`src/dss_pkg.sv`:
```
// ----------------------------------------------------------------------------
// dss_pkg
// Shared types, constants and the rock pattern table of the drum step
// sequencer.
// ----------------------------------------------------------------------------
package dss_pkg;

  // fixed pattern geometry
  localparam int unsigned STEPS_PER_BAR = 8;
  localparam int unsigned STEP_W        = 3;
  localparam int unsigned BAR_W         = 6;
  localparam int unsigned PAT_MAX_NOTES = 2;
  localparam int unsigned PAT_IDX_W     = 1;

  // field widths
  localparam int unsigned NOTE_W  = 7;
  localparam int unsigned TIME_W  = 32;
  localparam int unsigned LEN_W   = 10;
  localparam int unsigned CFG_W   = 10;
  localparam int unsigned CFG_IDX_W = 2;

  // divider sizing
  localparam int unsigned DIV_W   = 16;
  localparam int unsigned DVSR_W  = 10;
  localparam int unsigned DIV_CNT_W = 4;

  // timing and clamp constants
  localparam logic [DIV_W-1:0] MS_PER_MIN = 16'd60000;
  localparam logic [7:0]       BPM_MIN    = 8'd40;
  localparam logic [7:0]       BPM_MAX    = 8'd240;
  localparam logic [7:0]       BARS_MAX   = 8'd32;

  // note numbers and velocity
  localparam logic [NOTE_W-1:0] VEL_ON     = 7'd100;
  localparam logic [NOTE_W-1:0] NOTE_KICK  = 7'd36;
  localparam logic [NOTE_W-1:0] NOTE_SNARE = 7'd38;
  localparam logic [NOTE_W-1:0] NOTE_HAT   = 7'd42;
  localparam logic [NOTE_W-1:0] NOTE_OPEN  = 7'd46;
  localparam logic [NOTE_W-1:0] NOTE_CRASH = 7'd49;

  // configuration register indexes
  localparam logic [CFG_IDX_W-1:0] CFG_TEMPO  = 2'd0;
  localparam logic [CFG_IDX_W-1:0] CFG_BARS   = 2'd1;
  localparam logic [CFG_IDX_W-1:0] CFG_PROG   = 2'd2;
  localparam logic [CFG_IDX_W-1:0] CFG_PERIOD = 2'd3;

  // request commands
  typedef enum logic [1:0] {
    CMD_TICK  = 2'd0,
    CMD_START = 2'd1,
    CMD_STOP  = 2'd2
  } cmd_t;

  // controller states
  typedef enum logic [2:0] {
    ST_IDLE,
    ST_EVAL,
    ST_EMIT,
    ST_DIV_A,
    ST_DIV_B
  } state_t;

  // controller to datapath commands
  typedef struct packed {
    logic start_init;
    logic stop;
    logic tick_capture;
    logic div_start_a;
    logic div_start_b;
    logic load_len;
    logic eval;
    logic emit;
  } ctrl_cmd_t;

  // datapath to controller status
  typedef struct packed {
    logic none;
    logic last_ev;
    logic div_done;
    logic out_free;
  } dp_status_t;

  // number of notes in each pattern step
  function automatic logic [1:0] pat_count(input logic [STEP_W-1:0] step);
    logic [1:0] n;
    case (step)
      3'd1, 3'd5: n = 2'd1;
      default:    n = 2'd2;
    endcase
    return n;
  endfunction

  // note of each pattern step and slot
  function automatic logic [NOTE_W-1:0] pat_note(input logic [STEP_W-1:0] step,
                                                 input logic [PAT_IDX_W-1:0] idx);
    logic [NOTE_W-1:0] n;
    case (step)
      3'd0, 3'd4: n = idx ? NOTE_HAT  : NOTE_KICK;
      3'd1, 3'd5: n = idx ? 7'd0      : NOTE_HAT;
      3'd2, 3'd6: n = idx ? NOTE_HAT  : NOTE_SNARE;
      3'd3, 3'd7: n = idx ? NOTE_OPEN : NOTE_KICK;
      default:    n = 7'd0;
    endcase
    return n;
  endfunction

endpackage

```
`src/drum_step_sequencer.sv`:
```
// ----------------------------------------------------------------------------
// drum_step_sequencer
// Plays an eight-step rock pattern as note on/off events, timed by the tick
// count carried on every request.
//
//   channel  direction  handshake           payload
//   in       input      in_valid/in_ready   in_cmd, in_now_tick
//   out      output     out_valid/out_ready event, note, velocity, program,
//                                           running, last
//   cfg      input      cfg_wr_en           cfg_index, cfg_wr_data
//
// A tick emits its events one after another (up to four: two releases, two strikes).
// A start runs two passes of the shared divider before the step length is loaded.
// Stop and the unused code go straight back to idle. One request is worked at a time.
// Reset is synchronous, active low; no clearing pass is needed.
// A stalled output holds the event sequencer until the output register frees.
// ----------------------------------------------------------------------------
module drum_step_sequencer import dss_pkg::*; #(
  parameter int unsigned NOTES_PER_STEP = 3
) (
  input  logic                 clk,
  input  logic                 rst_n,
  input  logic                 cfg_wr_en,
  input  logic [CFG_IDX_W-1:0] cfg_index,
  input  logic [CFG_W-1:0]     cfg_wr_data,
  input  logic                 in_valid,
  output logic                 in_ready,
  input  logic [1:0]           in_cmd,
  input  logic [TIME_W-1:0]    in_now_tick,
  output logic                 out_valid,
  input  logic                 out_ready,
  output logic                 out_event_on,
  output logic [NOTE_W-1:0]    out_note_number,
  output logic [NOTE_W-1:0]    out_strike_velocity,
  output logic [NOTE_W-1:0]    out_event_program,
  output logic                 out_seq_running,
  output logic                 out_last
);

  ctrl_cmd_t  cmd;
  dp_status_t status;

  // controller
  dss_ctrl u_ctrl (
    .clk      (clk),
    .rst_n    (rst_n),
    .in_valid (in_valid),
    .in_ready (in_ready),
    .in_cmd   (in_cmd),
    .status   (status),
    .cmd      (cmd)
  );

  // datapath
  dss_datapath #(
    .NOTES_PER_STEP (NOTES_PER_STEP)
  ) u_dp (
    .clk                 (clk),
    .rst_n               (rst_n),
    .cfg_wr_en           (cfg_wr_en),
    .cfg_index           (cfg_index),
    .cfg_wr_data         (cfg_wr_data),
    .in_now_tick         (in_now_tick),
    .cmd                 (cmd),
    .status              (status),
    .out_valid           (out_valid),
    .out_ready           (out_ready),
    .out_event_on        (out_event_on),
    .out_note_number     (out_note_number),
    .out_strike_velocity (out_strike_velocity),
    .out_event_program   (out_event_program),
    .out_seq_running     (out_seq_running),
    .out_last            (out_last)
  );

endmodule

```
`src/dss_div.sv`:
```
// ----------------------------------------------------------------------------
// dss_div
// Restoring divider, one quotient bit per cycle; done pulses when the
// quotient register holds the final result.
// ----------------------------------------------------------------------------
module dss_div import dss_pkg::*; (
  input  logic              clk,
  input  logic              rst_n,
  input  logic              start,
  input  logic [DIV_W-1:0]  dividend,
  input  logic [DVSR_W-1:0] divisor,
  output logic [DIV_W-1:0]  quotient,
  output logic              done
);

  logic [DVSR_W-1:0]    rem_r, rem_nxt;
  logic [DIV_W-1:0]     quo_r, quo_nxt;
  logic [DVSR_W-1:0]    dvsr_r;
  logic [DIV_CNT_W-1:0] cnt_r;
  logic                 busy_r;
  logic                 done_r;
  logic [DVSR_W:0]      shifted;
  logic [DVSR_W:0]      trial;

  // one restoring step
  always_comb begin
    shifted = {rem_r, quo_r[DIV_W-1]};
    trial   = shifted - {1'b0, dvsr_r};
    if (trial[DVSR_W]) begin
      rem_nxt = shifted[DVSR_W-1:0];
      quo_nxt = {quo_r[DIV_W-2:0], 1'b0};
    end else begin
      rem_nxt = trial[DVSR_W-1:0];
      quo_nxt = {quo_r[DIV_W-2:0], 1'b1};
    end
  end

  // iteration control
  always_ff @(posedge clk) begin
    if (!rst_n) begin
      busy_r <= 1'b0;
      done_r <= 1'b0;
      cnt_r  <= '0;
    end else begin
      done_r <= 1'b0;
      if (start) begin
        busy_r <= 1'b1;
        cnt_r  <= '0;
      end else if (busy_r) begin
        cnt_r <= cnt_r + 1'b1;
        if (cnt_r == DIV_CNT_W'(DIV_W - 1)) begin
          busy_r <= 1'b0;
          done_r <= 1'b1;
        end
      end
    end
  end

  // operand registers
  always_ff @(posedge clk) begin
    if (start) begin
      rem_r  <= '0;
      quo_r  <= dividend;
      dvsr_r <= divisor;
    end else if (busy_r) begin
      rem_r <= rem_nxt;
      quo_r <= quo_nxt;
    end
  end

  assign quotient = quo_r;
  assign done     = done_r;

endmodule

```
`src/dss_datapath.sv`:
```
// ----------------------------------------------------------------------------
// dss_datapath
// Configuration registers, sequencer state, sounding note store, step length
// divider and the output register of the drum step sequencer.
// ----------------------------------------------------------------------------
module dss_datapath import dss_pkg::*; #(
  parameter int unsigned NOTES_PER_STEP = 3
) (
  input  logic                 clk,
  input  logic                 rst_n,
  input  logic                 cfg_wr_en,
  input  logic [CFG_IDX_W-1:0] cfg_index,
  input  logic [CFG_W-1:0]     cfg_wr_data,
  input  logic [TIME_W-1:0]    in_now_tick,
  input  ctrl_cmd_t            cmd,
  output dp_status_t           status,
  output logic                 out_valid,
  input  logic                 out_ready,
  output logic                 out_event_on,
  output logic [NOTE_W-1:0]    out_note_number,
  output logic [NOTE_W-1:0]    out_strike_velocity,
  output logic [NOTE_W-1:0]    out_event_program,
  output logic                 out_seq_running,
  output logic                 out_last
);

  localparam int unsigned CNT_W  = $clog2(NOTES_PER_STEP + 1);
  localparam int unsigned EV_W   = $clog2(NOTES_PER_STEP + PAT_MAX_NOTES + 1);
  localparam int unsigned NIDX_W = (NOTES_PER_STEP > 1) ? $clog2(NOTES_PER_STEP) : 1;

  // configuration
  logic [7:0]        tempo_r;
  logic [7:0]        bars_r;
  logic [NOTE_W-1:0] prog_cfg_r;
  logic [CFG_W-1:0]  period_r;

  // sequencer state
  logic                 running_r;
  logic [STEP_W-1:0]    step_r;
  logic [BAR_W-1:0]     bar_r;
  logic [BAR_W-1:0]     limit_r;
  logic [NOTE_W-1:0]    prog_r;
  logic [CNT_W-1:0]     cnt_r;
  logic [LEN_W-1:0]     len_r;
  logic [TIME_W-1:0]    due_r;
  logic [TIME_W-1:0]    now_r;
  logic [NOTE_W-1:0]    notes_r [NOTES_PER_STEP];

  // per-item event plan
  logic [CNT_W-1:0]     rel_cnt_r;
  logic [EV_W-1:0]      total_r;
  logic [EV_W-1:0]      ev_idx_r;
  logic [STEP_W-1:0]    on_step_r;
  logic                 crash_r;

  // output register
  logic                 out_valid_r;
  logic                 out_on_r;
  logic [NOTE_W-1:0]    out_note_r;
  logic [NOTE_W-1:0]    out_vel_r;
  logic [NOTE_W-1:0]    out_prog_r;
  logic                 out_run_r;
  logic                 out_last_r;

  // start-time clamps
  logic [7:0]           bpm_c;
  logic [BAR_W-1:0]     bars_c;
  logic [DVSR_W-1:0]    per_c;

  // divider hookup
  logic                 div_start;
  logic [DIV_W-1:0]     div_dividend;
  logic [DVSR_W-1:0]    div_divisor;
  logic [DIV_W-1:0]     div_quo;
  logic                 div_done;

  // tick evaluation
  logic [TIME_W-1:0]    diff;
  logic                 not_due;
  logic                 play;
  logic [1:0]           pat_n;
  logic [CNT_W-1:0]     on_n;
  logic [EV_W-1:0]      total_n;

  // event selection
  logic                 is_on;
  logic [EV_W-1:0]      j_full;
  logic [PAT_IDX_W-1:0] j;
  logic [NOTE_W-1:0]    pnote;
  logic [NOTE_W-1:0]    ev_note;
  logic                 last_ev;
  logic                 out_free;

  // clamp the configuration used at start
  always_comb begin
    if (tempo_r < BPM_MIN)      bpm_c = BPM_MIN;
    else if (tempo_r > BPM_MAX) bpm_c = BPM_MAX;
    else                        bpm_c = tempo_r;
    if (bars_r == 8'd0)         bars_c = BAR_W'(1);
    else if (bars_r > BARS_MAX) bars_c = BAR_W'(BARS_MAX);
    else                        bars_c = bars_r[BAR_W-1:0];
    per_c = (period_r == '0) ? DVSR_W'(1) : period_r;
  end

  // first pass divides a minute by tempo, second pass the half by tick period
  assign div_start    = cmd.div_start_a | cmd.div_start_b;
  assign div_dividend = cmd.div_start_b ? {1'b0, div_quo[DIV_W-1:1]} : MS_PER_MIN;
  assign div_divisor  = cmd.div_start_b ? per_c : {2'b00, bpm_c};

  dss_div u_div (
    .clk      (clk),
    .rst_n    (rst_n),
    .start    (div_start),
    .dividend (div_dividend),
    .divisor  (div_divisor),
    .quotient (div_quo),
    .done     (div_done)
  );

  // due check and event plan for a tick
  always_comb begin
    diff    = now_r - due_r;
    not_due = running_r & diff[TIME_W-1];
    play    = running_r & (bar_r < limit_r);
    pat_n   = pat_count(step_r);
    if (!play)                      on_n = '0;
    else if (pat_n > NOTES_PER_STEP) on_n = CNT_W'(NOTES_PER_STEP);
    else                            on_n = CNT_W'(pat_n);
    total_n = EV_W'(cnt_r) + EV_W'(on_n);
  end

  // current event: releases first, then the new strikes
  always_comb begin
    is_on  = ev_idx_r >= EV_W'(rel_cnt_r);
    j_full = ev_idx_r - EV_W'(rel_cnt_r);
    j      = j_full[PAT_IDX_W-1:0];
    pnote  = pat_note(on_step_r, j);
    if (crash_r && pnote == NOTE_HAT) pnote = NOTE_CRASH;
    ev_note = is_on ? pnote : notes_r[ev_idx_r[NIDX_W-1:0]];
    last_ev = (EV_W'(ev_idx_r + 1'b1) == total_r);
  end

  assign out_free = !out_valid_r || out_ready;

  assign status.none     = not_due | (total_n == '0);
  assign status.last_ev  = last_ev;
  assign status.div_done = div_done;
  assign status.out_free = out_free;

  // configuration writes
  always_ff @(posedge clk) begin
    if (!rst_n) begin
      tempo_r    <= 8'd120;
      bars_r     <= 8'd1;
      prog_cfg_r <= '0;
      period_r   <= CFG_W'(1);
    end else if (cfg_wr_en) begin
      case (cfg_index)
        CFG_TEMPO:  tempo_r    <= cfg_wr_data[7:0];
        CFG_BARS:   bars_r     <= cfg_wr_data[7:0];
        CFG_PROG:   prog_cfg_r <= cfg_wr_data[NOTE_W-1:0];
        CFG_PERIOD: period_r   <= cfg_wr_data;
        default: ;
      endcase
    end
  end

  // sequencer state
  always_ff @(posedge clk) begin
    if (!rst_n) begin
      running_r <= 1'b0;
      step_r    <= '0;
      bar_r     <= '0;
      limit_r   <= '0;
      prog_r    <= '0;
      cnt_r     <= '0;
      len_r     <= '0;
      due_r     <= '0;
      rel_cnt_r <= '0;
      total_r   <= '0;
      ev_idx_r  <= '0;
      on_step_r <= '0;
      crash_r   <= 1'b0;
    end else begin
      if (cmd.start_init) begin
        step_r    <= '0;
        bar_r     <= '0;
        limit_r   <= bars_c;
        prog_r    <= prog_cfg_r;
        cnt_r     <= '0;
        due_r     <= in_now_tick;
        running_r <= 1'b1;
      end
      if (cmd.stop) begin
        running_r <= 1'b0;
      end
      if (cmd.load_len) begin
        len_r <= div_quo[LEN_W-1:0];
      end
      // a due tick releases the old step and arms the next one
      if (cmd.eval && !not_due) begin
        rel_cnt_r <= cnt_r;
        total_r   <= total_n;
        ev_idx_r  <= '0;
        cnt_r     <= on_n;
        if (running_r && !play) begin
          running_r <= 1'b0;
        end
        if (play) begin
          on_step_r <= step_r;
          crash_r   <= (bar_r == '0) && (step_r == '0);
          step_r    <= step_r + 1'b1;
          if (step_r == STEP_W'(STEPS_PER_BAR - 1)) begin
            bar_r <= bar_r + 1'b1;
          end
          due_r <= now_r + TIME_W'(len_r);
        end
      end
      if (cmd.emit) begin
        ev_idx_r <= ev_idx_r + 1'b1;
      end
    end
  end

  // captured tick time
  always_ff @(posedge clk) begin
    if (cmd.tick_capture) begin
      now_r <= in_now_tick;
    end
  end

  // sounding note store
  always_ff @(posedge clk) begin
    if (cmd.emit && is_on) begin
      notes_r[NIDX_W'(j)] <= pnote;
    end
  end

  // output register valid
  always_ff @(posedge clk) begin
    if (!rst_n) begin
      out_valid_r <= 1'b0;
    end else if (cmd.emit) begin
      out_valid_r <= 1'b1;
    end else if (out_ready) begin
      out_valid_r <= 1'b0;
    end
  end

  // output register payload
  always_ff @(posedge clk) begin
    if (cmd.emit) begin
      out_on_r   <= is_on;
      out_note_r <= ev_note;
      out_vel_r  <= is_on ? VEL_ON : '0;
      out_prog_r <= prog_r;
      out_run_r  <= running_r;
      out_last_r <= last_ev;
    end
  end

  assign out_valid           = out_valid_r;
  assign out_event_on        = out_on_r;
  assign out_note_number     = out_note_r;
  assign out_strike_velocity = out_vel_r;
  assign out_event_program   = out_prog_r;
  assign out_seq_running     = out_run_r;
  assign out_last            = out_last_r;

endmodule

```
`src/dss_ctrl.sv`:
```
// ----------------------------------------------------------------------------
// dss_ctrl
// Controller of the drum step sequencer: takes requests, runs the start-time
// division and steps through the events of a tick.
// ----------------------------------------------------------------------------
module dss_ctrl import dss_pkg::*; (
  input  logic       clk,
  input  logic       rst_n,
  input  logic       in_valid,
  output logic       in_ready,
  input  logic [1:0] in_cmd,
  input  dp_status_t status,
  output ctrl_cmd_t  cmd
);

  state_t state_r, state_nxt;
  logic   accept;

  assign accept = in_valid && (state_r == ST_IDLE);

  // state register
  always_ff @(posedge clk) begin
    if (!rst_n) begin
      state_r <= ST_IDLE;
    end else begin
      state_r <= state_nxt;
    end
  end

  // next state
  always_comb begin
    state_nxt = state_r;
    case (state_r)
      ST_IDLE: begin
        if (accept) begin
          case (cmd_t'(in_cmd))
            CMD_START: state_nxt = ST_DIV_A;
            CMD_TICK:  state_nxt = ST_EVAL;
            default:   state_nxt = ST_IDLE;
          endcase
        end
      end
      ST_EVAL: begin
        state_nxt = status.none ? ST_IDLE : ST_EMIT;
      end
      ST_EMIT: begin
        if (status.out_free && status.last_ev) state_nxt = ST_IDLE;
      end
      ST_DIV_A: begin
        if (status.div_done) state_nxt = ST_DIV_B;
      end
      ST_DIV_B: begin
        if (status.div_done) state_nxt = ST_IDLE;
      end
      default: state_nxt = ST_IDLE;
    endcase
  end

  // outputs
  always_comb begin
    cmd      = '0;
    in_ready = 1'b0;
    case (state_r)
      ST_IDLE: begin
        in_ready = 1'b1;
        if (accept) begin
          case (cmd_t'(in_cmd))
            CMD_START: begin
              cmd.start_init  = 1'b1;
              cmd.div_start_a = 1'b1;
            end
            CMD_STOP: cmd.stop         = 1'b1;
            CMD_TICK: cmd.tick_capture = 1'b1;
            default: ;
          endcase
        end
      end
      ST_EVAL:  cmd.eval        = 1'b1;
      ST_EMIT:  cmd.emit        = status.out_free;
      ST_DIV_A: cmd.div_start_b = status.div_done;
      ST_DIV_B: cmd.load_len    = status.div_done;
      default: ;
    endcase
  end

endmodule
```
`config.mk`:
```
export PLATFORM = sky130hd
export DESIGN_NAME = drum_step_sequencer
export DESIGN_NICKNAME = d
export VERILOG_FILES = /design/src/dss_pkg.sv /design/src/drum_step_sequencer.sv /design/src/dss_div.sv /design/src/dss_datapath.sv /design/src/dss_ctrl.sv
export SDC_FILE = /design/constraint.sdc
export NUM_CORES = 1
export LEC_CHECK = 0
export BUFFER_PORTS_ARGS = -buffer_cell sky130_fd_sc_hd__buf_4
export CAP_MARGIN = 20
export CORE_MARGIN = 4
export CORE_UTILIZATION = 50
export DETAILED_ROUTE_END_ITERATION = 7
export GPL_ROUTABILITY_DRIVEN = 0
export PLACE_DENSITY = 0.73
export SKIP_CTS_REPAIR_TIMING = 1
export SLEW_MARGIN = 20
export SYNTH_ARGS = -nofsm -noshare
export SYNTH_HDL_FRONTEND = slang
export SYNTH_SLANG_ARGS = --single-unit
```
`constraint.sdc`:
```
create_clock -name clk -period 4.4 [get_ports clk]
set_input_delay 1.1 -clock clk [delete_from_list [all_inputs] [get_ports clk]]
set_output_delay 1.1 -clock clk [all_outputs]
set_load 0.05 [all_outputs]
```
# [Word level (Yosys, flattened, before mapping)]
# Memory sizes are Yosys's and may differ from the RTL's. A register that Yosys moved wholly into a read port is not among the register bits.
# Index checks and enable logic that the tools add are counted.
# W data, S select, Z words.
[word_totals] mem_bits_rw=21 input_bits=51 register_bits=214 mem_count=1 out_inout_bits=26
[classes] magnitude_cmp=5 bitwise=7 n_eq_ne=26 muxes=66 n_reduce_logical=38 n_addsub=9
[memory_table] name="u_dp.notes_r" depth=3 word_bits=7 rd=1 rd_ports_with_merged_regs=1 wr=1 line_no="dss_datapath.sv:47" rtl="logic [NOTE_W-1:0] notes_r [NOTES_PER_STEP];"
[op_table] operator="$mux W32" n=3
[op_table] operator="$mux W16" n=3
[op_table] operator="$mux W6" n=7
[op_table] operator="$add A32 B10 Y32" n=1
[op_table] operator="$mux W8" n=4
[op_table] operator="$sub A32 B32 Y32" n=1
[op_table] operator="$pmux W7 S4" n=1
[op_table] operator="$mux W3" n=9
[op_table] operator="$eq A3 B3 Y1 const B" n=7
[op_table] operator="$mux W1" n=21
[op_table] operator="$mux W7" n=3
[op_table] operator="$mux W4" n=5
[op_table] operator="$pmux W3 S5" n=1
[op_table] operator="$mux W2" n=7
[op_table] operator="$reduce_or A2 Y1" n=7
[op_table] operator="$eq A3 B2 Y1 const B" n=4
[op_table] operator="$logic_not A3 Y1" n=4
[op_table] operator="$sub A11 B10 Y11" n=1
[op_table] operator="$logic_not A10 Y1" n=1
[op_table] operator="$mux W10" n=1
[op_table] operator="$reduce_and A2 Y1" n=5
[op_table] operator="$eq A3 B1 Y1 const B" n=3
[op_table] operator="$gt A8 B6 Y1 const B" n=1
[op_table] operator="$gt A8 B8 Y1 const B" n=1
[op_table] operator="27 further kinds" n=50

# [Depth between registers and ports, before layout]
# Gate-level depths: netlist (run 1).
[depth] ltp_word=9 ltp_mapped=13

# [Cells and area by module]
# Synthesis (run 1) repeated with hierarchy kept, for this count alone.
[hier_totals] cells_unflattened=1122 hier_area_um2=11105.7
[by_module_without_submodules] mod="dss_datapath" area_each_um2=8627.0 n_inst=1 seq_area_each_um2=3973.8 cells_per_inst=902
[by_module_without_submodules] mod="dss_div" area_each_um2=2227.1 n_inst=1 seq_area_each_um2=1101.1 cells_per_inst=190
[by_module_without_submodules] mod="dss_ctrl" area_each_um2=251.5 n_inst=1 seq_area_each_um2=60.1 cells_per_inst=30

# [Worst setup path after synthesis (run 1)]
# No wires, ideal clock.
[synth_timing] path_type="register to register" from="register u_ctrl.state_r[0]" to="register u_dp.now_r[0] (enable)" path_slack_ns=-0.198 path_stages_with_launch=5 n_path_buf=1 synth_period_minus_slack_ns=4.598 required_time_ns=3.939 arrival_time_ns=4.136 path_cell_list="dfxtp_1 clkbuf_1 nor3_1 nand2_1 nor3_1"
[synth_rtl] element="start, declared" line_no="dss_ctrl.sv:16" rtl="state_t state_r, state_nxt;"
[synth_rtl] element="start signal, assigned" line_no="dss_ctrl.sv:26" rtl="state_r <= state_nxt;"
[synth_rtl] element="end signal, assigned" line_no="dss_datapath.sv:228" rtl="now_r <= in_now_tick;"
[synth_rtl] element="end, declared" line_no="dss_datapath.sv:46" rtl="logic [TIME_W-1:0] now_r;"

# [Worst setup path in the final report (run 1)]
[layout_timing] from="register u_dp.now_r[16]" to="register u_ctrl.state_r[1]"
[layout_via] elab_chain_len=5
[layout_lines] element="$sub A32 B32 Y32" line_no="dss_datapath.sv:122" rtl="diff = now_r - due_r;"
[layout_lines] element="$and A1 B1 Y1" line_no="dss_datapath.sv:123" rtl="not_due = running_r & diff[TIME_W-1];"
[layout_lines] element="$or A1 B1 Y1" line_no="dss_datapath.sv:145" rtl="assign status.none = not_due | (total_n == '0);"
[layout_lines] element="$mux W2" line_no="dss_ctrl.sv:44" rtl="state_nxt = status.none ? ST_IDLE : ST_EMIT;"
[layout_lines] element="$pmux W3 S5" line_no="dss_ctrl.sv:33" rtl="case (state_r)"
# Every way passes these cells.
# A chain may end at the register's enable or synchronous reset.

==> flow_summary.ini, run 1 <==
[cts]
path_clk_slew_ns = 0.06
htree_levels = 1
clk_latency_ns = 0.52
cts_root_buf = clkbuf_16
cts_buffers = 24
clockBufferDepth = 3
clock-sinks = 215
cts_tree = done

[synth]
async_flop_share_pct = 0
syn-mean-instance-area_um2 = 9.21
synth_largest_area_cell = dfxtp_1
synth-main-ff-cell = dfxtp_1
ys_warn_count = 0
synth_commonest_cells = nand2_1 (210), dfxtp_1 (132), edfxtp_1 (83), a21oi_1 (78), nor2_1 (76)
synthTopCellsByArea = dfxtp_1 (24%), edfxtp_1 (23%), ha_1 (7.5%), nand2_1 (7.2%), a21oi_1 (3.6%)
yosysMostFrequentCell = nand2_1
synth_top_area_share_pct = 24.1
synth_cell_types = 62
synth_edf_count = 83
ys_seq_area_share_pct = 46.8
ys_ff_latch = 215
netlist_area_mm2 = 0.0110
synth_cells = 1192

[routing]
wl_per_cell_um = 15.6
vias = 8590
route.antenna.remaining_nets = 0
post-route-drc-count = 0
vias_per_cell = 5.60
drtIter0Drc = 485
drt_first_pass_iters = 5
routed_wl_mm = 23.9

[pwr]
ir_worst_vdd_uv = 351
power_uw = 4780
leakagePower_uw = 0.00484
powerDensity_mw_per_mm2 = 384

[floorplanning]
ioPinCount = 77
die-area_mm2 = 0.0244
fp-row-count = 53
start_util_pct = 51.6
coreArea_mm2 = 0.0213
dieHeight_um = 156
die_w_um = 156

[timing]
min_period_ns = 3.37
finalCritPeriodShare_pct = 76.6
relSlewSlack_pct = 34.4
whs_ns = 0.432
setup_tns_ns = 0
finalMaxSlewViolations = 0
rsz0062_at_grt = false
tightestPinTransition_ns = 0.976
skew_ns = 0.0130
fmax_ghz = 0.297
hold_viol_final = 0
setup_viol = 0

[worst_setup_path]
cp.arrival_ns = 3.78
crit_path_end_kind = flip-flop
r2r_setup_slack_ns = 1.03
worst_r2r_startpoint = u_dp.now_r[16]$_DFFE_PP_
reg2reg_to = u_ctrl.state_r[1]$_SDFFE_PN0P_
crit_type = flip-flop to flip-flop
cp.required_ns = 4.82
cp_max_fo = 12
crit_path_start_kind = flip-flop
ff2ff_path_depth = 9

[global_routing]
globalRouteOverflowTotal = 0
antenna_found_initial = 0
first_global_vias = 8241
grt_max_degree = 62
grt_use_total_pct = 19.6
grt_first_pass_wirelength_mm = 40.2

[placement]
place_inst = 1490
place_area_mm2 = 0.0117
dp_hpwl_mm = 16.0
io_buffers = 71

[min_path]
hold_depth = 0
holdCritStartpoint = u_dp.prog_r[5]$_SDFFE_PN0P_
whs_endpoint = u_dp.out_event_program[5]$_DFFE_PP_
min_path_type = flip-flop to flip-flop

[final_layout]
drive_above_1_share_pct = 10.6
stdcell_area_mm2 = 0.0125
antenna_cells = 0
fin_nets = 1361
instances_no_fill = 1534
syn_to_final_growth_pct = 13.4

[run]
drv_cap = 0

[run_status]
outcome = finished, final reports clean
-- kinds of logic (layout without fill, tap and decap cells) --
group | after synthesis | count (layout) | synth area share, %
buffers and inverters | 140 | 203 | 5.18
other | 1 | 5 | 0.0341
AND/OR/NAND/NOR | 445 | 445 | 18.4
XOR/XNOR | 52 | 52 | 4.15
flip-flops | 215 | 215 | 46.8
AO/OA/AOI/OAI | 228 | 228 | 13.4
adder cells (fa/ha/maj) | 69 | 69 | 8.07
multiplexers | 42 | 42 | 4.02
-- layout by cell type (no fill, tap or decap), types with 11 or more instances in the layout --
cell type    n
edfxtp_1    83
mux2i_1     37
nor2_1      76
a21o_1      12
nand4_1     18
dfxtp_1    132
nand2_1    210
inv_1       74
clkbuf_16   24
o21ai_0     41
xor2_1      21
o211ai_1    16
nor3_1      15
a21oi_1     78
nand3_1     50
buf_4       84
and3_1      22
a311oi_1    23
xnor2_1     31
ha_1        66
and2_1      11
-- where the power goes --
group	switching (uW)	internal, uW	leakage, uW	total (uW)
Clock	798	1100	0.000364	1890
Sequential	68.5	2160	0.00182	2230
Combinational	364	289	0.00265	653
Total	1230	3550	0.00484	4780
-- critical path, stage by stage (launching register included) --
cell	delay (ns)
edfxtp_1	0.47
ha_1	0.36
a21oi_2	0.14
o21ai_1	0.11
a221o_1	0.40
a2111oi_4	0.36
o21ai_2	0.20
xnor2_1	0.83
a211oi_1	0.19
o21a_1	0.21
-- worst max path at each step --
| stage | from | end | slack, ns | cells after the start |
|---|---|---|---|---|
| after detailed placement | u_dp.now_r[16]$_DFFE_PP_ | u_ctrl.state_r[1]$_SDFFE_PN0P_ | 1.09 | 9 |
| after global placement | u_dp.now_r[16]$_DFFE_PP_ | u_ctrl.state_r[1]$_SDFFE_PN0P_ | 1.14 | 9 |
| final | u_dp.now_r[16]$_DFFE_PP_ | u_ctrl.state_r[1]$_SDFFE_PN0P_ | 1.03 | 9 |
| after floorplan | u_ctrl.state_r[0]$_SDFFE_PN0P_ | u_dp.now_r[0]$_DFFE_PP_ | 0.75 | 4 |
| after CTS | u_dp.now_r[16]$_DFFE_PP_ | u_ctrl.state_r[1]$_SDFFE_PN0P_ | 1.08 | 9 |
| after global routing | u_dp.now_r[16]$_DFFE_PP_ | u_dp.total_r[1]$_SDFFE_PN0N_ | 0.78 | 9 |
-- layer usage --
metal / vias to the layer above / track usage (%) / wire length (um)
li1: 4278 / - / -
met1: 4029 / 28.0 / 11400
met2: 242 / 30.7 / 10500
met3: 41 / 3.24 / 1370
met4: 0 / 5.87 / 595
met5: - / 0 / 0
-- state kept, by name (all words and copies together), names as in the netlist, 3 cells and up, named ones only --
signal / flops
u_dp.step_r: 3
u_dp.len_r: 10
u_dp.total_r: 3
u_dp.limit_r: 6
u_dp.tempo_r: 8
u_dp.u_div.quotient: 16
u_dp.out_note_number: 5
u_dp.ev_idx_r: 3
u_dp.period_r: 10
u_dp.notes_r: 10
u_dp.bars_r: 8
u_dp.out_event_program: 7
u_dp.prog_r: 7
u_dp.now_r: 32
u_dp.u_div.cnt_r: 4
u_dp.u_div.rem_r: 10
u_dp.u_div.dvsr_r: 10
u_dp.bar_r: 6
u_dp.due_r: 32
u_ctrl.state_r: 3
u_dp.prog_cfg_r: 7
-- metrics by stage --
stage	setup WS, ns	utilization [%]
3_3_place_gp	1.14	55.0
3_5_place_dp	1.09	55.0
6_report	1.03	58.5
4_1_cts	1.08	58.5
2_1_floorplan	0.754	-
5_1_grt	0.776	58.5
-- final cells by class --
class | count | area (um^2)
clock inverters | 14 | 109
fillers | 1852 | 8830
flip-flops and latches | 215 | 5130
inverters | 75 | 282
multi-input cells | 841 | 5320
well taps | 275 | 344
repair buffers | 84 | 631
clock buffers | 30 | 643
Note: power is estimated with default switching activity, not from simulation.
==> run 2: changes to the inputs <==
--- a/config.mk
+++ b/config.mk
@@ -11,7 +11,7 @@
 export CORE_UTILIZATION = 50
 export DETAILED_ROUTE_END_ITERATION = 7
 export GPL_ROUTABILITY_DRIVEN = 0
-export PLACE_DENSITY = 0.73
+export PLACE_DENSITY = 0.76
 export SKIP_CTS_REPAIR_TIMING = 1
 export SLEW_MARGIN = 20
 export SYNTH_ARGS = -nofsm -noshare
==> constraint.sdc (replaced) <==
create_clock -name clk -period 2.75 [get_ports clk]
set_input_delay 0.6875 -clock clk [delete_from_list [all_inputs] [get_ports clk]]
set_output_delay 0.6875 -clock clk [all_outputs]
set_load 0.05 [all_outputs]
==> run 2 against run 1 <==
  * The run now ends with setup timing left
  * Sequential share of layout area down 3.5 points
  * Non-clock buffer count up 62
  * First-iteration DRC count up 35%
  * Clock skew down 0.0023 ns
  * Critical endpoint is now u_dp.due_r[11]$_SDFF_PN0_
  * Largest power group unchanged
==> flow_summary.ini, run 2 (synthesis results as in run 1) <==
[run_status]
outcome = finished, violations left
violations = setup timing

[pwr]
powerDensity_mw_per_mm2 = 608
power_uw = 8280
ir_worst_vdd_uv = 516
leakagePower_uw = 0.00536

[routing]
drt_first_pass_iters = 5
met2_length_mm = 13.0
route.antenna.remaining_nets = 0
wl_per_cell_um = 17.2
met3_length_mm = 1.73
wl_met1_mm = 12.0
routed_wl_mm = 27.5
post-route-drc-count = 0
vias = 9144
vias_per_cell = 5.72
drtIter0Drc = 653
top_layer = met4

[worst_setup_path]
cp.arrival_ns = 3.26
crit_path_end_kind = flip-flop
path_delay_family = compound AO/OA/AOI/OAI gates
crit_type = flip-flop to flip-flop
slowest_stage = edfxtp_1
slowest_delay_ns = 0.42
crit_path_cell_trace = ha_1 -> and4_1 -> a221o_1 -> a2111oi_4 -> o21ai_4 -> mux2i_4 -> buf_6 -> clkbuf_16 -> o211ai_1 -> and3_1
cp.required_ns = 3.15
cp_max_fo = 6
cp_num_buf_inv = 2
crit_path_start_kind = flip-flop

[placement]
post-place-ws_ns = -0.0810
io_buffers = 71
dp_hpwl_mm = 16.9

[final_layout]
final_cell_mix = nand2_1 (206), dfxtp_1 (132), buf_4 (124)
fill_cells = 1618
syn_to_final_growth_pct = 23.9
fin_nets = 1424
drive_above_1_share_pct = 20.6
layout_commonest_cell = nand2_1
antenna_cells = 0
fin_util_pct = 63.9

[timing]
tightestPinTransition_ns = 0.547
skew_ns = 0.0107
finalMaxSlewViolations = 0
worst_slack_ns = -0.113
finalCritPeriodShare_pct = 104
rsz0062_at_grt = true
min_period_ns = 2.86
setup_viol = 42
hold_viol_final = 0
relSlewSlack_pct = 63.4
fmax_ghz = 0.349

[floorplanning]
coreArea_mm2 = 0.0213
ioPinCount = 77
start_util_pct = 51.6
die_w_um = 156
die-area_mm2 = 0.0244
dieHeight_um = 156
fp-row-count = 53

[cts]
path_clk_slew_ns = 0.06
cts_tree = done
cts_root_buf = clkbuf_16
cts_buffers = 25
clock-sinks = 215
htree_levels = 1
clockBufferDepth = 3
clk_latency_ns = 0.52

[run]
drv_cap = 0

[global_routing]
antenna_found_initial = 0
grt_use_total_pct = 20.2
grt_first_pass_wirelength_mm = 41.4
globalRouteOverflowTotal = 0
first_global_vias = 8507
grt_max_degree = 45

[min_path]
min_path_type = primary input to flip-flop
## run 2: cell count changes in the layout (fill, tap and decap cells not counted), sizes merged
| cell | change |
|---|---|
| clkbuf | +4 |
| bufinv | +2 |
| clkinvlp | -1 |
| buf | +58 |
| inv | +1 |
## run 2: final timing paths
| check | end | cells past startpoint | slack, ns | startpoint |
|---|---|---|---|---|
| max reg2reg | u_dp.due_r[11]$_SDFF_PN0_ | 10 | -0.11 | u_dp.now_r[19]$_DFFE_PP_ |
| min | u_dp.now_r[14]$_DFFE_PP_ | 1 | 0.35 | in_now_tick[14] |
| min reg2reg | u_dp.out_event_program[5]$_DFFE_PP_ | 0 | 0.43 | u_dp.prog_r[5]$_SDFFE_PN0P_ |
| max | u_dp.due_r[11]$_SDFF_PN0_ | 10 | -0.11 | u_dp.now_r[19]$_DFFE_PP_ |
## run 2: area by class of cell
| class | instances | area (um^2) | area share, % |
|---|---|---|---|
| clock buffers | 30 | 674 | 4.96 |
| clock inverters | 16 | 165 | 1.21 |
| inverters | 75 | 282 | 2.07 |
| multi-input cells | 841 | 5730 | 42.1 |
| flip-flops and latches | 215 | 5130 | 37.7 |
| well taps | 275 | 344 | 2.53 |
| repair buffers | 146 | 1270 | 9.37 |
## run 2: per-stage QoR
step	std cells	TNS, ns	hold WS [ns]	area (um^2)
after floorplan	1196	0	0.408	11000
after global placement	1530	-0.0198	0.415	12100
after detailed placement	1530	-0.757	0.418	12100
after CTS	1576	-1.65	0.337	12900
after global routing	1598	-7.38	0.341	13600
final	1598	-2.32	0.354	13600
## run 2: power by group
group	internal [uW]	total [uW]	leakage (uW)	switching, uW
Combinational	650	1350	0.00312	697
Clock	2030	3360	0.000415	1330
Sequential	3460	3570	0.00182	106
Total	6140	8280	0.00536	2130
## run 2: worst reg2reg max path: stages, from the launching register on
cell	delay, ns
edfxtp_1	0.42
ha_1	0.29
and4_1	0.21
a221o_1	0.39
a2111oi_4	0.41
o21ai_4	0.16
mux2i_4	0.23
buf_6	0.20
clkbuf_16	0.17
o211ai_1	0.09
and3_1	0.18
## run 2: metal layers
layer,vias up,GRT usage (%)
li1,4416,-
met1,4369,28.4
met2,304,33.1
met3,55,2.85
met4,0,4.96
met5,-,0
